--- src/hdl/sskio_pkg.sv ---
package sskio_pkg;

   // command codes of the request channel
   typedef enum logic [1:0] {
      CMD_READ  = 2'd0,
      CMD_WRITE = 2'd1,
      CMD_KEY   = 2'd2
   } cmd_type;

   // csr register indexes
   localparam logic [1:0] CSR_CTRL_KEY  = 2'd0;
   localparam logic [1:0] CSR_BREAK_KEY = 2'd1;
   localparam logic [1:0] CSR_ENTER_KEY = 2'd2;

   localparam logic [15:0] CTRL_KEY_RESET  = 16'd256;
   localparam logic [15:0] BREAK_KEY_RESET = 16'd257;
   localparam logic [15:0] ENTER_KEY_RESET = 16'd258;

   // i/o page addresses
   localparam logic [7:0] ADDR_LATCH_LAST  = 8'h0F;
   localparam logic [7:0] ADDR_STROBE      = 8'h10;
   localparam logic [7:0] ADDR_GR_STATUS   = 8'h1A;
   localparam logic [7:0] ADDR_MIX_STATUS  = 8'h1B;
   localparam logic [7:0] ADDR_PAGE_STATUS = 8'h1C;
   localparam logic [7:0] ADDR_HIRES_STATUS = 8'h1D;
   localparam logic [7:0] ADDR_GR_SET      = 8'h50;
   localparam logic [7:0] ADDR_GR_CLR      = 8'h51;
   localparam logic [7:0] ADDR_MIX_CLR     = 8'h52;
   localparam logic [7:0] ADDR_MIX_SET     = 8'h53;
   localparam logic [7:0] ADDR_PAGE_ONE    = 8'h54;
   localparam logic [7:0] ADDR_PAGE_TWO    = 8'h55;
   localparam logic [7:0] ADDR_HIRES_CLR   = 8'h56;
   localparam logic [7:0] ADDR_HIRES_SET   = 8'h57;

   localparam logic [7:0] STATUS_ON = 8'h80;

   // key translation
   localparam logic [15:0] STROBE_BIT    = 16'h0080;
   localparam logic [15:0] STROBE_CLR    = 16'hFF7F;
   localparam logic [15:0] UPPER_MASK    = 16'hFFDF;
   localparam logic [15:0] KEY_LOWER_A   = 16'h0061;
   localparam logic [15:0] KEY_LOWER_Z   = 16'h007A;
   localparam logic [15:0] KEY_UPPER_A   = 16'h0041;
   localparam logic [15:0] KEY_UPPER_Z   = 16'h005A;
   localparam logic [15:0] CTRL_OFFSET   = 16'h0040;
   localparam logic [15:0] KEY_CTRL_C    = 16'h0003;
   localparam logic [15:0] KEY_RETURN    = 16'h000D;
   localparam logic [15:0] KEY_RELEASED  = 16'h0000;

   // video windows
   localparam logic [15:0] TEXT1_BEGIN  = 16'h0400;
   localparam logic [15:0] TEXT1_END    = 16'h0800;
   localparam logic [15:0] TEXT2_BEGIN  = 16'h0800;
   localparam logic [15:0] TEXT2_END    = 16'h0C00;
   localparam logic [15:0] HIRES1_BEGIN = 16'h2000;
   localparam logic [15:0] HIRES1_END   = 16'h4000;
   localparam logic [15:0] HIRES2_BEGIN = 16'h4000;
   localparam logic [15:0] HIRES2_END   = 16'h6000;
   localparam logic [15:0] MIXED2_END   = 16'h6000;
   localparam logic [15:0] MIXED1_END   = 16'h4000;

   typedef struct packed {
      logic [7:0]  read_data;
      logic        graphic_on;
      logic        hires_on;
      logic        mixed_on;
      logic        page_two;
      logic [15:0] window_begin;
      logic [15:0] window_end;
      logic [15:0] translated_key;
   } rsp_type;

endpackage

--- src/hdl/soft_switch_keyboard_io_top.sv ---
// soft switch and keyboard block of an emulated i/o page. every request beat
// (bus read, bus write or host key event) yields exactly one response beat
// in the cycle after it is taken, and a new request can be taken every cycle:
// the mode flags, the keyboard latch and the control toggle are updated by a
// single level of decode logic, and the response sits in one output register
// that is reloaded in the same cycle it is drained, so throughput is one beat
// per clock for as long as the response side does not stall. req_stall is
// high only while a response waits and rsp_stall is high. key codes for
// control, break and enter are set through the csr port, which is always
// ready and should be written only while no request is in flight.
module soft_switch_keyboard_io_top (
   input  logic        clock,
   input  logic        reset,
   // request channel
   input  logic        req_valid,
   output logic        req_stall,
   input  logic [1:0]  req_cmd,
   input  logic [7:0]  req_io_addr,
   input  logic [15:0] req_key_code,
   // response channel
   output logic        rsp_valid,
   input  logic        rsp_stall,
   output logic [7:0]  rsp_read_data,
   output logic        rsp_graphic_on,
   output logic        rsp_hires_on,
   output logic        rsp_mixed_on,
   output logic        rsp_page_two,
   output logic [15:0] rsp_window_begin,
   output logic [15:0] rsp_window_end,
   output logic [15:0] rsp_translated_key,
   // csr write channel
   input  logic        csr_valid,
   output logic        csr_ready,
   input  logic [1:0]  csr_index,
   input  logic [15:0] csr_data
);

   // key code registers
   logic [15:0] ctrl_code_ff, break_code_ff, enter_code_ff;

   // block state
   logic        graphic_ff, graphic_in;
   logic        hires_ff, hires_in;
   logic        mixed_ff, mixed_in;
   logic        page_ff, page_in;
   logic        ctrl_ff, ctrl_in;
   logic [15:0] latch_ff, latch_in;
   logic [15:0] last_key_ff, last_key_in;

   // response register
   logic                 rsp_valid_ff, rsp_valid_in;
   sskio_pkg::rsp_type   rsp_ff, rsp_in;

   logic                 req_take;
   sskio_pkg::cmd_type   cmd;
   logic                 sw_hit;
   logic [7:0]           rd;
   logic [15:0]          key;

   assign csr_ready = 1'b1;

   // a waiting response blocks only while the far side stalls
   assign req_stall = rsp_valid_ff && rsp_stall;
   assign req_take  = req_valid && !req_stall;
   assign cmd       = sskio_pkg::cmd_type'(req_cmd);

   always_ff @(posedge clock) begin
      if (reset) begin
         ctrl_code_ff  <= sskio_pkg::CTRL_KEY_RESET;
         break_code_ff <= sskio_pkg::BREAK_KEY_RESET;
         enter_code_ff <= sskio_pkg::ENTER_KEY_RESET;
      end else if (csr_valid && csr_ready) begin
         case (csr_index)
            sskio_pkg::CSR_CTRL_KEY:  ctrl_code_ff  <= csr_data;
            sskio_pkg::CSR_BREAK_KEY: break_code_ff <= csr_data;
            sskio_pkg::CSR_ENTER_KEY: enter_code_ff <= csr_data;
            default: ;
         endcase
      end
   end

   // next state and response for the beat at the input
   always_comb begin
      graphic_in  = graphic_ff;
      hires_in    = hires_ff;
      mixed_in    = mixed_ff;
      page_in     = page_ff;
      ctrl_in     = ctrl_ff;
      latch_in    = latch_ff;
      last_key_in = last_key_ff;
      rd          = 8'h00;
      key         = req_key_code;

      // switch area flips on reads and writes alike
      sw_hit = (cmd == sskio_pkg::CMD_WRITE) ||
               ((cmd == sskio_pkg::CMD_READ) &&
                (req_io_addr inside {[sskio_pkg::ADDR_GR_SET:sskio_pkg::ADDR_HIRES_SET]}));

      // strobe clear on any access to the strobe address
      if ((cmd == sskio_pkg::CMD_READ || cmd == sskio_pkg::CMD_WRITE) &&
          req_io_addr == sskio_pkg::ADDR_STROBE) begin
         latch_in = latch_ff & sskio_pkg::STROBE_CLR;
      end

      if (sw_hit) begin
         case (req_io_addr)
            sskio_pkg::ADDR_GR_SET:    graphic_in = 1'b1;
            sskio_pkg::ADDR_GR_CLR:    graphic_in = 1'b0;
            sskio_pkg::ADDR_MIX_CLR:   mixed_in   = 1'b0;
            sskio_pkg::ADDR_MIX_SET:   mixed_in   = 1'b1;
            sskio_pkg::ADDR_PAGE_ONE:  page_in    = 1'b0;
            sskio_pkg::ADDR_PAGE_TWO:  page_in    = 1'b1;
            sskio_pkg::ADDR_HIRES_CLR: hires_in   = 1'b0;
            sskio_pkg::ADDR_HIRES_SET: hires_in   = 1'b1;
            default: ;
         endcase
      end

      case (cmd)
         sskio_pkg::CMD_READ: begin
            if (req_io_addr <= sskio_pkg::ADDR_LATCH_LAST ||
                req_io_addr == sskio_pkg::ADDR_STROBE) begin
               rd = latch_in[7:0];
            end else if (req_io_addr == sskio_pkg::ADDR_GR_STATUS) begin
               rd = graphic_ff ? 8'h00 : sskio_pkg::STATUS_ON;
            end else if (req_io_addr == sskio_pkg::ADDR_MIX_STATUS) begin
               rd = mixed_ff ? sskio_pkg::STATUS_ON : 8'h00;
            end else if (req_io_addr == sskio_pkg::ADDR_PAGE_STATUS) begin
               rd = page_ff ? sskio_pkg::STATUS_ON : 8'h00;
            end else if (req_io_addr == sskio_pkg::ADDR_HIRES_STATUS) begin
               rd = hires_ff ? sskio_pkg::STATUS_ON : 8'h00;
            end
         end
         sskio_pkg::CMD_WRITE: ;
         sskio_pkg::CMD_KEY: begin
            // priority: control toggle, break, enter, release, plain key
            if (req_key_code == ctrl_code_ff) begin
               ctrl_in = !ctrl_ff;
            end else begin
               if (req_key_code == break_code_ff) begin
                  ctrl_in  = 1'b1;
                  key      = sskio_pkg::KEY_CTRL_C;
                  latch_in = sskio_pkg::KEY_CTRL_C | sskio_pkg::STROBE_BIT;
               end else if (req_key_code == enter_code_ff) begin
                  key      = sskio_pkg::KEY_RETURN;
                  latch_in = sskio_pkg::KEY_RETURN | sskio_pkg::STROBE_BIT;
               end else if (req_key_code == sskio_pkg::KEY_RELEASED) begin
                  ctrl_in = 1'b0;
               end else begin
                  if (req_key_code >= sskio_pkg::KEY_LOWER_A &&
                      req_key_code <= sskio_pkg::KEY_LOWER_Z) begin
                     key = req_key_code & sskio_pkg::UPPER_MASK;
                  end
                  if (ctrl_ff) begin
                     if (key >= sskio_pkg::KEY_UPPER_A && key <= sskio_pkg::KEY_UPPER_Z) begin
                        key = key - sskio_pkg::CTRL_OFFSET;
                     end
                     ctrl_in = 1'b0;
                  end
                  latch_in = key | sskio_pkg::STROBE_BIT;
               end
               last_key_in = key;
            end
         end
         default: ;
      endcase

      // response from the flags after this beat
      rsp_in.read_data      = rd;
      rsp_in.graphic_on     = graphic_in;
      rsp_in.hires_on       = hires_in;
      rsp_in.mixed_on       = mixed_in;
      rsp_in.page_two       = page_in;
      rsp_in.translated_key = last_key_in;
      if (graphic_in && hires_in) begin
         if (mixed_in) begin
            rsp_in.window_begin = page_in ? sskio_pkg::TEXT2_BEGIN : sskio_pkg::TEXT1_BEGIN;
            rsp_in.window_end   = page_in ? sskio_pkg::MIXED2_END  : sskio_pkg::MIXED1_END;
         end else begin
            rsp_in.window_begin = page_in ? sskio_pkg::HIRES2_BEGIN : sskio_pkg::HIRES1_BEGIN;
            rsp_in.window_end   = page_in ? sskio_pkg::HIRES2_END   : sskio_pkg::HIRES1_END;
         end
      end else begin
         rsp_in.window_begin = page_in ? sskio_pkg::TEXT2_BEGIN : sskio_pkg::TEXT1_BEGIN;
         rsp_in.window_end   = page_in ? sskio_pkg::TEXT2_END   : sskio_pkg::TEXT1_END;
      end

      // output register: load on a taken request, drain on a taken response
      if (req_take) begin
         rsp_valid_in = 1'b1;
      end else if (!rsp_stall) begin
         rsp_valid_in = 1'b0;
      end else begin
         rsp_valid_in = rsp_valid_ff;
      end
   end

   always_ff @(posedge clock) begin
      if (reset) begin
         graphic_ff   <= 1'b0;
         hires_ff     <= 1'b0;
         mixed_ff     <= 1'b0;
         page_ff      <= 1'b0;
         ctrl_ff      <= 1'b0;
         latch_ff     <= 16'h0000;
         last_key_ff  <= 16'h0000;
         rsp_valid_ff <= 1'b0;
      end else begin
         rsp_valid_ff <= rsp_valid_in;
         if (req_take) begin
            graphic_ff  <= graphic_in;
            hires_ff    <= hires_in;
            mixed_ff    <= mixed_in;
            page_ff     <= page_in;
            ctrl_ff     <= ctrl_in;
            latch_ff    <= latch_in;
            last_key_ff <= last_key_in;
         end
      end
   end

   // response payload holds while stalled
   always_ff @(posedge clock) begin
      if (req_take) begin
         rsp_ff <= rsp_in;
      end
   end

   assign rsp_valid          = rsp_valid_ff;
   assign rsp_read_data      = rsp_ff.read_data;
   assign rsp_graphic_on     = rsp_ff.graphic_on;
   assign rsp_hires_on       = rsp_ff.hires_on;
   assign rsp_mixed_on       = rsp_ff.mixed_on;
   assign rsp_page_two       = rsp_ff.page_two;
   assign rsp_window_begin   = rsp_ff.window_begin;
   assign rsp_window_end     = rsp_ff.window_end;
   assign rsp_translated_key = rsp_ff.translated_key;

endmodule

--- config.mk ---
export PLATFORM = sky130hd
export DESIGN_NAME = soft_switch_keyboard_io_top
export DESIGN_NICKNAME = d
export VERILOG_FILES = /design/src/hdl/sskio_pkg.sv /design/src/hdl/soft_switch_keyboard_io_top.sv
export SDC_FILE = /design/constraint.sdc
export NUM_CORES = 1
export LEC_CHECK = 0
export BUFFER_PORTS_ARGS = -buffer_cell sky130_fd_sc_hd__buf_2
export CAP_MARGIN = 10
export CORE_ASPECT_RATIO = 1.2
export CORE_MARGIN = 2
export CORE_UTILIZATION = 47
export CTS_CLUSTER_DIAMETER = 150
export CTS_CLUSTER_SIZE = 10
export DETAILED_ROUTE_END_ITERATION = 8
export GPL_TIMING_DRIVEN = 0
export PLACE_DENSITY = 0.72
export SYNTH_ARGS = -nofsm -noshare
export SYNTH_HDL_FRONTEND = slang
export SYNTH_SLANG_ARGS = --single-unit
--- constraint.sdc ---
create_clock -name clock -period 2.8 [get_ports clock]
set_input_delay 0.28 -clock clock [delete_from_list [all_inputs] [get_ports clock]]
set_output_delay 0.28 -clock clock [all_outputs]
set_load 0.01 [all_outputs]
* Word level (Yosys, flattened, before mapping) *
Cells that the tools add are included.

word-level totals
  word-level logic and storage cells = 116
  register bits = 146
  bits of input ports = 49
  output and inout port bits = 63

operators by class
  reduce and logical (&&, ||, !) cells = 20
  magnitude comparators = 7
  equality and inequality tests = 22
  $add $sub $neg = 1
  mux-type cells = 47

operators with widths
  cell                   number
  $mux 16                17
  $mux 8                 10
  $eq 8x7->1 const B     8
  $eq 16x16->1           3
  $eq 8x5->1 const B     5
  $ge 16x7->1 const B    2
  $le 16x7->1 const B    2
  $mux 32                1
  $mux 31                1
  $logic_not 16->1       1
  $sub 16x7->16 const B  1
  $mux 15                1
  $mux 14                1
  $mux 12                1
  $mux 11                1
  $mux 1                 9
  $ge 8x7->1 const B     1
  $le 8x4->1 const B     1
  $le 8x7->1 const B     1
  $logic_and 1x1->1      8
  $pmux 1 s2             4
  $mux 6                 1
  $reduce_and 2->1       3
  $eq 2x1->1 const B     2
  7 further kinds        12

* Longest topological paths before layout *
  word-level depth = 17
  gate-level depth with buffers = 8
  gate-level depth less buffers = 8

* Worst setup path after synthesis *
Ideal clock, no wire load.

  path kind = register to register
  start = reg rsp_valid_ff (netlist: rsp_valid)
  end = reg last_key_ff[10]
  buffers on the path = 1
  cell stages (with the launch flop) = 9
  data required time = 2.726 ns
  setup time = 0.074 ns
  setup slack = -0.007 ns
  period minus slack after synthesis = 2.807 ns
  arrival = 2.733 ns
  cell sequence = dfxtp_1 -> and2_1 -> nand2b_1 -> clkinv_1 -> nand2_1 -> nor2_1 -> nor2_1 -> clkbuf_1 -> o2bb2ai_1

between the ends
  cells in the longest elaborated chain, start to end = 3

ends and longest elaborated chain
  what                    line                                source
  start, declared         soft_switch_keyboard_io_top.sv:51   logic rsp_valid_ff, rsp_valid_in;
  start signal, assigned  soft_switch_keyboard_io_top.sv:209  rsp_valid_ff <= rsp_valid_in;
  $logic_and 1x1->1       soft_switch_keyboard_io_top.sv:63   assign req_stall = rsp_valid_ff && rsp_stall;
  via req_stall           soft_switch_keyboard_io_top.sv:16   output logic req_stall,
  $logic_not 1->1         soft_switch_keyboard_io_top.sv:64   assign req_take = req_valid && !req_stall;
  $logic_and 1x1->1       soft_switch_keyboard_io_top.sv:64
  via req_take            soft_switch_keyboard_io_top.sv:54   logic req_take;
  end signal, assigned    soft_switch_keyboard_io_top.sv:217  last_key_ff <= last_key_in;
  end, declared           soft_switch_keyboard_io_top.sv:48   logic [15:0] last_key_ff, last_key_in;

The timed path passes the listed nets, and every way through them passes these cells.
A chain may end at the register's enable or synchronous reset.

* Final worst setup path *
  start = reg enter_code_ff[10]
  end = reg latch_ff[2]

between the ends
  cells in the longest elaborated chain, start to end = 5

ends and longest elaborated chain
  what                    line                                source
  start, declared         soft_switch_keyboard_io_top.sv:39   logic [15:0] ctrl_code_ff, break_code_ff, enter_code_ff;
  start signal, assigned  soft_switch_keyboard_io_top.sv:71   enter_code_ff <= sskio_pkg::ENTER_KEY_RESET;
  start signal, assigned  soft_switch_keyboard_io_top.sv:76   sskio_pkg::CSR_ENTER_KEY: enter_code_ff <= csr_data;
  $eq 16x16->1            soft_switch_keyboard_io_top.sv:144  end else if (req_key_code == enter_code_ff) begin
  $mux 16                 soft_switch_keyboard_io_top.sv:144
  $mux 16                 soft_switch_keyboard_io_top.sv:140  if (req_key_code == break_code_ff) begin
  $mux 16                 soft_switch_keyboard_io_top.sv:137  if (req_key_code == ctrl_code_ff) begin
  $mux 16                 soft_switch_keyboard_io_top.sv:119  case (cmd)
  end signal, assigned    soft_switch_keyboard_io_top.sv:216  latch_ff <= latch_in;
  end, declared           soft_switch_keyboard_io_top.sv:47   logic [15:0] latch_ff, latch_in;

Every way passes these cells.

==> metrics.txt <==
area added between synthesis and finish=23.37%; slowest stage delay, CP=roughly 0.85 ns; Max VDD drop=0.3884 mV; DRC viols=0; final clock skew=0.007547 ns; post-layout worst setup margin=0.1805 ns; Yosys cell types=53; post-layout min period=2.620 ns; CTS tree=built; Worst Path Arrival=2.97 ns; synthesized flop and latch total=114; Top FF cell, synth=dfxtp_1; antenna violations before repair=0; core area=about 0.011 sq mm; wirelength, routed=13,400 um; clk_lat worst skew=between 0.4 and 0.5 ns; I/O Pins=112; Seq/Total Area, Yosys=49.91%; routing usage on met3=under 10%; H-tree Lvls=4; # hold bufs at CTS=0; largest net degree at the start of global routing=45; routed vias=4,499; total negative slack=0 ns; max-cap violations=0; cells along the critical path=xor2_1 -> nor4_1 -> nand4_1 -> a2111oi_0 -> o2111a_1 -> a31o_2; run status=finished, final reports clean; Post-synth EDFFs=36; fin nets=~750; vias in the first global route=4,382; DR pass1 iterations=5; Clock Path Buffers=2; Fillers=978; area of the multi-input gates=around 0.0024 sq mm; drt first-iter violations=347; Critical Path RT=3.15 ns; # rows=42; Post-Synthesis Cells=575; Root Driver=clkbuf_16; asr flop ratio synth=0%; vias per inst=5.356; sequential cell area=0.002643 sq mm; chip height=around 120 um; ratio of cells with drive above 1 in the final layout=20.06%; Clk pin slew, worst setup/hold paths=about 0.050 ns; total power=4361 uW; Die Wd=just over 100 um; Sink Count=114; aggregate global routing overflow=0; ANT nets after route=0; Critical Path Start Type=flop; GR met1 Demand/Resource=between 20% and 30%; synthesized area=between 0.005 and 0.006 sq mm; first-pass GRT wire length=approximately 21,000 um; Max-slew headroom=36.12%; Power Dens Cells=667.6 mW/mm^2; P_leak=~0.0028 uW; routability cong.=0.9144; syn avg cell area=9.209 sq um; input/output buffers=78; Most Used Layer, Global Route=met2; Highest Clock Rate=381.8 MHz; Crit Path Class=flop to flop; GRT Total Usage=between 20 and 25%; CTS buffer count=17; Post-DP HPWL=9535 um; CP max FO=6; YS warnings=0; Die Footprint=0.01213 sq mm; Final setup viols=0; final period utilization=between 90% and 100%; Pins Over Slew Limit=0; RSZ-0062 raised after global routing=no; crit end category=flop; worst min path class=input pin to flop; post-place setup slack=-0.1500 ns; Starting Density=roughly half; Ant. Diodes=0; Final Hold Vio Count=0; Slew @ Worst Pin=0.9562 ns; CP max-delay cell=a2111oi_0; WL per Instance=between 15 and 20 um; met2 usage=39.75%
-- metal layers --
metal / share of wire, % / wire [um]
met5: 0 / 0
met1: 41 / 5428
met2: 51 / 6876
met4: 2.7 / 366
met3: 5.4 / 723
-- metrics by stage --
step / util, % / cell area, sq um / hold slack (ns) / instances
after CTS: 59.38 / 6521 / 0.09382 / 840
after detailed placement: 54.07 / 5938 / 0.4413 / 808
after global placement: 54.07 / 5938 / 0.4344 / 808
after floorplan: - / 5383 / 0.4040 / 598
after global routing: 59.48 / 6533 / 0.1140 / 840
final: 59.48 / 6533 / 0.1002 / 840
-- critical path, delay by kind of cell, from the launching register on --
| kind | cells | cell delay (ns) |
|---|---|---|
| AOI/OAI and AO/OA | 3 | 1.33 |
| DFF | 1 | 0.32 |
| and+or+nand+nor | 2 | 0.72 |
| xor gates and xnor gates | 1 | 0.20 |
-- cell families (layout without fill, tap and decap cells) --
group | Yosys count | count (layout) | synth area share (%)
buffers and inverters | 69 | 179 | 7.443
XOR/XNOR | 49 | 49 | 8.105
adder cells (fa/ha/maj) | 3 | 3 | 0.7090
other | 2 | 25 | 0.1418
AO/OA/AOI/OAI | 108 | 108 | 13.16
flip-flops | 114 | 114 | 49.91
AND/OR/NAND/NOR | 225 | 225 | 19.54
multiplexers | 5 | 5 | 0.9924
-- placed cells by master, fill, tap and decap left out, types with 12 or more instances in the layout --
cell,count
o21ai_0,14
edfxtp_1,36
nand2_1,125
a21oi_1,51
dfxtp_1,78
nor2_1,31
inv_1,14
nor4_1,12
clkbuf_1,28
conb_1,25
xor2_1,48
buf_2,79
clkbuf_16,17
buf_4,25
-- Yosys cell counts (4+ instances only) --
master | n | area [sq um]
a211oi_1 | 5 | 37.54
nand3_1 | 8 | 40.04
nand3b_1 | 5 | 37.54
o31ai_1 | 4 | 30.03
and2_1 | 8 | 50.05
clkbuf_1 | 23 | 86.33
dfxtp_1 | 78 | 1562
or4_1 | 5 | 37.54
inv_1 | 14 | 52.55
o21ai_0 | 14 | 70.07
buf_4 | 25 | 187.7
xor2_1 | 48 | 420.4
buf_6 | 4 | 45.04
nor4_1 | 13 | 81.33
edfxtp_1 | 36 | 1081
a32o_1 | 4 | 40.04
nand2_1 | 125 | 469.2
a21oi_1 | 51 | 255.2
o2bb2ai_1 | 8 | 70.07
nand2b_1 | 4 | 25.02
nand4_1 | 5 | 31.28
a21o_1 | 5 | 37.54
nor2_1 | 31 | 116.4
-- layout make-up --
type                    instances  area share (%)
repair buffers                 78           5.976
inverters                      15          0.9385
clock buffers                  24           7.221
well taps                     132           2.528
plain buffers                  54           5.171
clock inverters                 8           1.705
flip-flops and latches        114           40.45
multi-input cells             415           36.01
-- repair_timing --
action,CTS,global route
gates resized for setup,0,4
setup buffers,0,0
endpoints found under the setup margin,0,22
-- sequential cells by signal, summed over array words and instances (netlist names), 4 cells and up --
| register | flops |
|---|---|
| break_code_ff | 16 |
| enter_code_ff | 16 |
| ctrl_code_ff | 16 |
| rsp_read_data | 8 |
| latch_ff | 8 |
| last_key_ff | 16 |
| rsp_window_end | 4 |
| rsp_window_begin | 4 |
| rsp_translated_key | 16 |
-- power by group --
part / internal [uW] / leakage (uW) / switching, uW / total (uW)
registers: 1780 / 0.000993 / 31.1 / 1810
clock network: 1430 / 0.000285 / 706 / 2140
logic: 155 / 0.00153 / 256 / 411
-- final timing paths --
| path | from | end | slack (ns) | depth (start not counted) |
|---|---|---|---|---|
| worst max register to register | enter_code_ff[10] | latch_ff[2] | 0.18 | 6 |
| worst max-delay path | enter_code_ff[10] | latch_ff[2] | 0.18 | 6 |
| worst min-delay path | req_valid | rsp_valid | 0.10 | 2 |
| worst min register to register | last_key_ff[5] | last_key_ff[5] | 0.45 | 2 |
No activity file was read; power rests on OpenSTA's default activity.
